===== src/rtl/iqgq_pkg.sv =====
// ----------------------------------------------------------------------------
// iqgq_pkg
// shared types and constants for the iq gain quantizer with clip statistics
// ----------------------------------------------------------------------------
package iqgq_pkg;

    // output format codes
    typedef logic [1:0] t_out_format;
    localparam t_out_format FMT_INT32 = 2'd0;
    localparam t_out_format FMT_INT16 = 2'd1;
    localparam t_out_format FMT_INT8  = 2'd2;

    // configuration register indexes
    typedef logic [1:0] t_cfg_index;
    localparam t_cfg_index CFG_OUT_FORMAT  = 2'd0;
    localparam t_cfg_index CFG_GAIN        = 2'd1;
    localparam t_cfg_index CFG_TRACK_CLIPS = 2'd2;

    // register reset values
    localparam t_out_format RST_OUT_FORMAT = FMT_INT16;
    localparam logic [15:0] RST_GAIN       = 16'd4096;

    // fixed point limits, Q3.28
    localparam logic [30:0] MAG_MAX = 31'h7FFF_FFFF;
    localparam logic [30:0] Q_ONE   = 31'h1000_0000;

    // full scale exponents, full scale is 2^k-1
    localparam int FS_BITS_INT32 = 31;
    localparam int FS_BITS_INT16 = 15;
    localparam int FS_BITS_INT8  = 7;

    // one gained component: sign and saturated magnitude
    typedef struct packed {
        logic        neg;
        logic [30:0] mag;
    } t_gained;

endpackage


===== src/rtl/iqgq_gain.sv =====
// ----------------------------------------------------------------------------
// iqgq_gain
// applies the unsigned gain to one signed Q3.28 component, floor and saturate
// ----------------------------------------------------------------------------
module iqgq_gain #(
    parameter int GAIN_FRAC_BITS = 12
) (
    input  logic signed [31:0] i_sample,
    input  logic        [15:0] i_gain,
    output iqgq_pkg::t_gained  o_gained
);

    localparam int PW = 49;

    logic        sign;
    logic [31:0] mag_in;
    logic [47:0] prod;
    logic [PW-1:0] biased;
    logic [PW-1:0] scaled;
    logic [30:0] mag_out;

    always_comb begin
        sign   = i_sample[31];
        mag_in = sign ? (~i_sample + 32'd1) : i_sample;
        prod   = {16'd0, mag_in} * {32'd0, i_gain};
        // negative parts round up in magnitude so the signed result floors
        biased = sign ? ({1'b0, prod} + {{(PW-GAIN_FRAC_BITS){1'b0}}, {GAIN_FRAC_BITS{1'b1}}})
                      : {1'b0, prod};
        scaled = biased >> GAIN_FRAC_BITS;
        if (scaled > {{(PW-31){1'b0}}, iqgq_pkg::MAG_MAX}) begin
            mag_out = iqgq_pkg::MAG_MAX;
        end else begin
            mag_out = scaled[30:0];
        end
        o_gained.mag = mag_out;
        o_gained.neg = sign && (mag_out != 31'd0);
    end

endmodule


===== config.mk =====
export PLATFORM = sky130hd
export DESIGN_NAME = iqgq_gain
export DESIGN_NICKNAME = d
export VERILOG_FILES = /design/src/rtl/iqgq_pkg.sv /design/src/rtl/iqgq_gain.sv
export SDC_FILE = /design/constraint.sdc
export NUM_CORES = 1
export LEC_CHECK = 0
export ABC_AREA = 1
export BUFFER_PORTS_ARGS = -buffer_cell sky130_fd_sc_hd__buf_4
export CELL_PAD_IN_SITES_DETAIL_PLACEMENT = 1
export CELL_PAD_IN_SITES_GLOBAL_PLACEMENT = 1
export CORE_MARGIN = 5
export CORE_UTILIZATION = 45
export DETAILED_ROUTE_END_ITERATION = 16
export PLACE_DENSITY = 0.82
export SLEW_MARGIN = 20
export SYNTH_ARGS = -nofsm -noshare
export SYNTH_HDL_FRONTEND = slang
export SYNTH_SLANG_ARGS = --single-unit
export TNS_END_PERCENT = 20

===== constraint.sdc =====
create_clock -name vclk -period 14.1
set_input_delay 2.115 -clock vclk [all_inputs]
set_output_delay 2.115 -clock vclk [all_outputs]
set_load 0.1 [all_outputs]

Word level (Yosys, flattened, before mapping). Index checks and enable logic that the tools add are counted. Widths: inputs -> output; s select.

Flip-flop bits (word level): 0. Latch bits: 0. RAM bits: 0. Bits in read-only memories: 0. Bits of input ports: 48. Output and inout port bits: 32. Word-level logic and storage cells: 10. Memories kept: 0.

Add/subtract/negate cells: 2. $mul: 1. Div/mod/pow operators: 0. $lt $le $gt $ge: 1. Eq/ne operators: 0. Shift-type cells: 0. Muxes and demuxes: 3. Bitwise operators: 1. Reductions and logical operators: 2.

Operator list (number): $add 48x12->49 const B (1); $mux 49 (1); $mul 32x16->48 (1); $gt 37x31->1 const B (1); $add 32x1->32 const B (1); $mux 32 (1); $not 32->32 (1); $mux 31 (1); $reduce_bool 31->1 (1); $logic_and 1x1->1 (1).

Depth between registers and ports, before layout. Gate-level depths: netlist of run 1.

Word-level depth: 10. Gate-level depth with buffers: 53. Mapped depth without buffers: 51.

Worst setup path after synthesis of run 1. OpenSTA, ideal clock, no wires.

Kind: input -> output. From: input port i_sample[0]. To: output port o_gained[31] (netlist name). Data arrival time: 11.567 ns. Required time: 11.985 ns. Slack: 0.418 ns. Stages on the path: 44. Path through: buf_2 > nor3_2 > nand3_1 > nor3_1 > nand2_1 > nor3_1 > nor3b_2 > nand2_1 > nor3_2 > nand2_1 > nand2_1 > nand2_1 > nand2_1 > clkbuf_1 > nand2_1 > fa_1 > inv_1 > fa_1 > [8 not listed] > o21bai_1 > a21oi_1 > o21ai_0 > a21oi_1 > nand2_1 > nand2_1 > nand2_1 > nor2_1 > nand2_1 > nor2_4 > nand2_1 > nand2_1 > nand2_1 > nand2_1 > nor2_4 > nand3b_1 > nor2_1 > a21oi_1.

RTL lines: start, declared (line iqgq_gain.sv:8) `input logic signed [31:0] i_sample,`; end, declared (line iqgq_gain.sv:10) `output iqgq_pkg::t_gained o_gained`.

==> flow_metrics.py, run 1 <==
metrics = {
    "cells_and_area": {
        "final_area_um2": 23100,
        "area_delta_synth_final_pct": 13.5,
        "nets": 3854,
        "nFlopsAndLatches": 0,
        "drive_above_1_share_pct": 14.3,
        "regArea_um2": 0,
        "num-clock-buffers": 0,
        "final_cell_mix": "905 x nand2_1, 702 x inv_1, 418 x fa_1",
        "n_fill_cell": 6101,
        "mostFrequentLayoutCell": "nand2_1",
    },
    "yosys": {
        "syn-cell-area_um2": 20400,
        "avgSynthCellArea_um2": 6.70,
        "yosys_warnings": 0,
        "synth.area.top_cells": "fa_1 41%, nand2_1 17%, inv_1 13%, ha_1 7.4%, nor2_1 6.7%",
        "yosysSeqAreaShare_pct": 0,
        "syn_nets": 3627,
        "yosysUniqueCellTypes": 43,
        "syn-instance-count": 3040,
        "yosys.area.top_type": "fa_1",
        "yosys.area.top_type_share_pct": 41.1,
    },
    "global_route": {
        "grt_usage_pct": 32.9,
        "grt_first_pass_wirelength_um": 129000,
        "grt.overflow.total": 0,
        "grt_max_degree": 35,
        "grt_pass1_vias": 23523,
        "antenna_found_initial": 1,
    },
    "sta": {
        "setup_tns_ns": 0,
        "max_slew_margin_pct": 23.6,
        "min_period_over_period_pct": 95.5,
        "whs_ns": 5.07,
        "hold_viol": 0,
        "min_period_ns": 13.46,
        "rsz0062_at_grt": "false",
        "setup_viol": 0,
        "setup_ws_ns": 0.641,
        "fmax_mhz": 74.3,
        "slew_viol_final": 0,
        "worst_pin_slew_ns": 1.14,
    },
    "hold_path": {
        "hp-class": "in -> out",
    },
    "setup_path": {
        "cp_common_cell": "nand2_1",
        "crit_path_end_kind": "output pin",
        "crit_fanout": 26,
        "cp.arrival_ns": 11.34,
        "crit_type": "in -> out",
        "cpPeakStageDelay_ns": 0.57,
        "crit_path_top_delay_cell": "fa_1",
        "required_ns": 11.98,
        "start_kind": "primary input",
    },
    "drt": {
        "drtIter0Drc": 1322,
        "avgRoutedWirePerCell_um": 21.1,
        "totalWireLength_um": 81700,
        "route.detailed.drc": 0,
        "drt-vias-per-instance": 5.34,
        "final_antenna_net_count": 0,
        "num_vias": 20657,
        "firstDrtPassIters": 7,
    },
    "die": {
        "initial_utilization_pct": 45.2,
        "coreArea_um2": 45100,
        "dieHeight_um": 223,
        "num_rows": 78,
        "die_area_um2": 49600,
        "io_pins": 80,
        "die_w_um": 223,
    },
    "placement": {
        "place_ws_ns": -0.0353,
        "postPlaceCellArea_um2": 23000,
        "port_buffers": 80,
        "hpwlAfterDp_um": 71300,
        "gp_congestion": 0.952,
    },
    "run_status": {
        "status": "complete, no violations",
    },
    "clock_tree": {
        "cts_hold_buf": 0,
    },
    "run": {
        "drv_cap": 0,
    },
}
critical path, delay by kind of cell:
family          cells  cell delay, ns
compound gates      1            0.12
buf+inv            10            1.41
simple gates       26            4.18
fa+ha+maj           7            3.51
layout make-up:
class / count / area, µm² / area share (%)
Antenna cell: 1 / 2.50 / 0.0108
Inverter: 750 / 2830 / 12.2
Multi-Input combinational cell: 2219 / 17300 / 74.9
Tap cell: 600 / 751 / 3.25
Timing Repair Buffer: 296 / 2230 / 9.67
per-stage QoR:
| stage | std cells | util [%] |
|---|---|---|
| detailed placement | 3861 | 51.1 |
| global placement | 3861 | 51.1 |
| finish | 3866 | 51.3 |
| floorplan | 3040 | - |
| global route | 3865 | 51.3 |
| CTS | 3861 | 51.1 |
final timing paths:
check | start | endpoint | depth (start not counted) | slack (ns)
worst max-delay path | i_sample[0] | o_gained[6] | 44 | 0.64
worst min-delay path | i_sample[31] | o_gained[31] | 5 | 5.07
cell usage after synthesis, types with 5 or more instances:
cell type / number
nand3_2: 10
o21ai_0: 18
nand2_4: 6
nor2_4: 13
inv_2: 22
or2_2: 15
nor2_2: 19
clkinv_1: 21
ha_1: 121
nand2_2: 56
a21oi_2: 5
nor3_1: 14
nand2_1: 908
nor2_1: 363
nand3b_1: 7
nand4_1: 36
fa_1: 418
nand3_1: 129
xor2_1: 17
a21oi_1: 31
clkbuf_1: 63
inv_1: 706
o21bai_1: 5
per-layer routing:
layer  track usage, %  vias up  part of all wire, %
met2             57.9      818                   49
met4             15.5        2                  6.2
met5                0        -                0.016
li1                 -     9225                    -
met3             4.60      289                  6.4
met1             39.9    10323                   39
logic make-up (layout without fill, tap and decap cells):
logic type,after synthesis,count (layout),synth area share [%]
simple gates,1591,1591,33.2
fa+ha+maj,539,539,48.5
compound gates,68,68,2.03
xor+xnor,21,21,0.903
other cells,0,1,0
buf+inv,821,1046,15.3
what timing repair did:
item / CTS / global route
resized for setup: 1 / 20
endpoints found under the setup margin: 24 / 32
endpoints found under the hold margin: 0 / 0
setup buffers: 0 / 4
pin swaps: 0 / 2
Power of run 1 is left out: the tool's default activity adds up to more than one toggle a clock period on the data nets, which glitch-free logic cannot reach.
==> run 2: changes to the inputs <==
- ABC_AREA: 1 -> default
- PLACE_DENSITY: 0.82 -> 0.79
==> run 2 against run 1 <==
Worst hold slack improved by 0.084 ns; final cell count fell by 26%; non-clock buffer count fell by 37; setup slack got worse by 0.63 ns; core utilization rose by 3.6 points; wire length fell by 22%; critical path depth fell by 5; via count fell by 21%; critical endpoint is now o_gained[31].
==> flow_metrics.py, run 2 <==
metrics = {
    "drt": {
        "firstDrtPassIters": 5,
        "final_antenna_net_count": 0,
        "drtIter0Drc": 796,
        "drt-vias-per-instance": 5.67,
        "route.detailed.drc": 0,
        "num_vias": 16333,
        "totalWireLength_um": 63800,
        "avgRoutedWirePerCell_um": 22.1,
    },
    "cells_and_area": {
        "mostFrequentLayoutCell": "inv_1",
        "antenna_cells": 0,
        "n_fill_cell": 4699,
        "drive_above_1_share_pct": 20.2,
        "num-clock-buffers": 0,
        "final_cell_mix": "428 x inv_1, 409 x fa_1, 351 x nand2_1",
        "multi_input_comb_area_um2": 17300,
        "nets": 2944,
        "area_delta_synth_final_pct": 20.0,
        "nFlopsAndLatches": 0,
        "regArea_um2": 0,
    },
    "setup_path": {
        "crit_path_top_delay_cell": "or4_4",
        "cpPeakStageDelay_ns": 0.57,
        "crit_path_end_kind": "output pin",
        "start_kind": "primary input",
        "cp_common_cell": "fa_1",
        "required_ns": 11.98,
        "crit_fanout": 8,
        "crit_type": "in -> out",
        "cp.arrival_ns": 11.97,
    },
    "global_route": {
        "grt_usage_pct": 26.4,
        "grt_max_degree": 34,
        "grt_first_pass_wirelength_um": 95500,
        "grt.overflow.total": 0,
        "antenna_found_initial": 1,
        "grt_pass1_vias": 18562,
    },
    "yosys": {
        "yosys_warnings": 0,
        "yosys.area.top_type": "fa_1",
        "synth.area.top_cells": "fa_1 46%, inv_1 9.0%, ha_1 8.3%, nand2_1 8.1%, and2_1 7.7%",
        "syn-cell-area_um2": 18300,
        "synthTopCellsByCount": "438 x inv_1, 418 x fa_1, 392 x nand2_1",
        "yosysUniqueCellTypes": 79,
        "yosys.area.top_type_share_pct": 45.8,
        "yosysSeqAreaShare_pct": 0,
        "syn-instance-count": 2213,
        "avgSynthCellArea_um2": 8.25,
        "synth.most_common_cell": "inv_1",
        "syn_nets": 2800,
    },
    "placement": {
        "hpwlAfterDp_um": 49500,
        "place_ws_ns": -0.348,
        "port_buffers": 80,
        "gp_congestion": 0.918,
    },
    "run_status": {
        "status": "complete, no violations",
    },
    "die": {
        "num_rows": 73,
        "die_area_um2": 44700,
        "initial_utilization_pct": 45.8,
        "coreArea_um2": 39900,
        "dieHeight_um": 211,
        "io_pins": 80,
        "die_w_um": 211,
    },
    "sta": {
        "setup_viol": 0,
        "min_period_ns": 14.09,
        "worst_pin_slew_ns": 1.17,
        "rsz0062_at_grt": "true",
        "max_slew_margin_pct": 21.7,
        "slew_viol_final": 0,
        "fmax_mhz": 71.0,
        "setup_ws_ns": 0.0141,
        "min_period_over_period_pct": 99.9,
        "hold_viol": 0,
    },
    "hold_path": {
        "hold_depth": 6,
        "hp-class": "in -> out",
    },
    "run": {
        "drv_cap": 0,
    },
    "clock_tree": {
        "cts_hold_buf": 0,
    },
}
[run 2: changes by cell type after synthesis, moves of 22 or more]
| cell | previous run | this run |
|---|---|---|
| nand2_1 | 908 | 392 |
| nor2_1 | 363 | 48 |
| inv_1 | 706 | 438 |
| and2_1 | 1 | 226 |
| nand3_1 | 129 | 21 |
| xnor2_1 | 4 | 63 |
| nand2_2 | 56 | 1 |
| clkbuf_1 | 63 | 97 |
| a21oi_1 | 31 | 60 |
| o21ai_0 | 18 | 45 |
| a21o_1 | 1 | 24 |
| inv_2 | 22 | 0 |
[run 2: worst max-delay path, delay by kind of cell]
family                   cells  cell delay (ns)
XOR/XNOR                     1             0.26
AND/OR/NAND/NOR             13             3.35
buffers and inverters       10             1.18
adder cells (fa/ha/maj)      8             3.45
AO/OA/AOI/OAI                5             1.09
multiplexers                 2             0.48
[run 2: routing by layer]
metal  vias up  GRT usage [%]  wire (µm)
li1       7024              -          -
met1      8529           31.2      23200
met2       560           49.4      34500
met3       218           2.67       2770
met4         2           10.1       3190
met5         -              0         18
[run 2: what timing repair did]
action,4_1_cts,5_1_grt
endpoints found under the hold margin,0,0
cloned,0,2
setup buffers,4,31
setup endpoints to repair,32,32
gates resized for setup,26,259
pin swaps,3,98
[run 2: final timing paths]
path                startpoint            to  slack, ns
hold / removal    i_sample[31]   o_gained[3]       5.16
setup / recovery   i_sample[0]  o_gained[31]       0.01
[run 2: cell type report]
class / count / area share (%)
multi-input combinational: 1658 / 79.0
inverter: 438 / 7.53
tap: 525 / 3.00
timing repair buffer: 259 / 10.5
[run 2: cells by family (layout without fill, tap and decap cells)]
family	after synthesis	in the layout	synth area share, %
buf+inv	555	697	11.5
xor+xnor	84	84	4.03
simple gates	811	811	22.0
fa+ha+maj	539	539	54.1
mux	5	5	0.274
compound gates	219	219	8.02
[run 2: stage by stage]
step / utilization [%] / hold WS (ns) / cells / area, µm² / TNS (ns)
detailed placement: 50.9 / 5.08 / 2843 / 20300 / -7.85
global route: 54.9 / 5.18 / 2880 / 21900 / -6.76
CTS: 51.3 / 5.10 / 2847 / 20500 / -0.0194
finish: 54.9 / 5.16 / 2880 / 21900 / 0
global placement: 50.9 / 5.08 / 2843 / 20300 / -0.878
floorplan: - / 4.47 / 2213 / 18400 / 0
Power of run 2 is left out for the same reason.
==> run 3: changes to the inputs <==
- CELL_PAD_IN_SITES_DETAIL_PLACEMENT: 1 -> default
- CELL_PAD_IN_SITES_GLOBAL_PLACEMENT: 1 -> default
- PLACE_DENSITY: 0.79 -> 0.63
- clock period: 14.1 -> 14.03 ns (I/O delays scaled with it)
==> run 3 against run 2 <==
Sequential cell count did not move; largest cell class unchanged; critical path type unchanged; global-route usage fell by 3.4 points; sequential share of layout area did not move.
==> flow_metrics.py, run 3 (same netlist as run 2, synthesis figures left out) <==
metrics = {
    "drt": {
        "firstDrtPassIters": 5,
        "route.detailed.drc": 0,
        "num_vias": 15434,
        "drt-vias-per-instance": 5.37,
        "drtIter0Drc": 884,
        "avgRoutedWirePerCell_um": 18.0,
        "final_antenna_net_count": 0,
        "totalWireLength_um": 51700,
    },
    "placement": {
        "postPlaceCellArea_um2": 20300,
        "placedCellCount": 2837,
        "port_buffers": 80,
        "gp_congestion": 0.942,
        "hpwlAfterDp_um": 42300,
    },
    "clock_tree": {
        "cts_hold_buf": 0,
    },
    "global_route": {
        "grt_first_pass_wirelength_um": 84800,
        "grt.overflow.total": 0,
        "grt_pass1_vias": 16461,
        "grt_usage_pct": 23.0,
        "antenna_found_initial": 3,
        "grt_max_degree": 34,
    },
    "cells_and_area": {
        "final_area_um2": 21700,
        "stdcell_count": 2872,
        "num-clock-buffers": 0,
        "regArea_um2": 0,
        "final_cell_mix": "437 x inv_1, 415 x fa_1, 354 x nand2_1",
        "nFlopsAndLatches": 0,
        "n_fill_cell": 3663,
        "mostFrequentLayoutCell": "inv_1",
        "fin_util_pct": 54.4,
        "nets": 2935,
        "area_delta_synth_final_pct": 18.8,
        "drive_above_1_share_pct": 18.4,
    },
    "run": {
        "drv_cap": 0,
    },
    "hold_path": {
        "worstHoldStart": "i_sample[31]",
        "hold_depth": 6,
        "hp-class": "in -> out",
        "min_to": "o_gained[3]",
    },
    "setup_path": {
        "start_kind": "primary input",
        "crit_type": "in -> out",
        "crit_path_top_delay_cell": "or4_4",
        "crit_path_end_kind": "output pin",
        "cp.arrival_ns": 11.74,
        "required_ns": 11.93,
        "cpPeakStageDelay_ns": 0.56,
        "cp_common_cell": "fa_1",
        "crit_fanout": 10,
    },
    "sta": {
        "fmax_mhz": 72.2,
        "worst_pin_slew_ns": 1.11,
        "min_period_over_period_pct": 98.7,
        "rsz0062_at_grt": "true",
        "min_period_ns": 13.84,
        "setup_viol": 0,
        "max_slew_margin_pct": 25.9,
        "hold_viol": 0,
        "slew_viol_final": 0,
    },
    "die": {
        "io_pins": 80,
        "initial_utilization_pct": 45.8,
        "dieHeight_um": 211,
        "num_rows": 73,
        "coreArea_um2": 39900,
        "die_area_um2": 44700,
        "die_w_um": 211,
    },
    "run_status": {
        "status": "complete, no violations",
    },
}
## run 3: final cells by class
| class | instances | area (µm²) | share of cell area (%) |
|---|---|---|---|
| Antenna cell | 1 | 2.50 | 0.0115 |
| Timing Repair Buffer | 250 | 2200 | 10.2 |
| Tap cell | 525 | 657 | 3.03 |
| Inverter | 438 | 1640 | 7.58 |
| Multi-Input combinational cell | 1658 | 17200 | 79.2 |
## run 3: routing by layer
metal	track usage [%]	vias to the layer above	part of all wire, %
li1	-	7030	-
met1	31.0	7863	41
met2	40.1	450	51
met3	2.68	87	5.5
met4	5.18	4	3.1
met5	0	-	0.044
## run 3: worst max-delay path, delay by kind of cell
kind / cells / cell delay, ns
multiplexers: 1 / 0.33
AO/OA/AOI/OAI: 4 / 1.15
adder cells (fa/ha/maj): 8 / 3.53
XOR/XNOR: 1 / 0.16
AND/OR/NAND/NOR: 15 / 3.36
buffers and inverters: 10 / 1.07
## run 3: what timing repair did
item | in CTS | in global routing
setup endpoints to repair | 31 | 32
pin swaps | 0 | 91
setup buffers | 0 | 33
gates cloned | 0 | 1
gates resized for setup | 9 | 228
hold endpoints to repair | 0 | 0
## run 3: stage by stage
step / setup TNS (ns) / setup slack [ns] / hold WS (ns)
after floorplan: 0 / 0.00307 / 4.45
after global placement: -0.165 / -0.0900 / 5.06
after detailed placement: -2.19 / -0.133 / 5.06
after CTS: -0.0168 / -0.0168 / 5.07
after global routing: -3.36 / -0.140 / 5.13
final: 0 / 0.186 / 5.06
## run 3: worst max-delay path by stage
stage / start / endpoint / depth (start not counted)
floorplan: i_sample[0] / o_gained[31] / 38
global placement: i_sample[1] / o_gained[30] / 35
detailed placement: i_sample[1] / o_gained[30] / 35
CTS: i_sample[1] / o_gained[30] / 36
global route: i_sample[1] / o_gained[31] / 39
finish: i_sample[1] / o_gained[5] / 39
Power of run 3 is left out for the same reason.
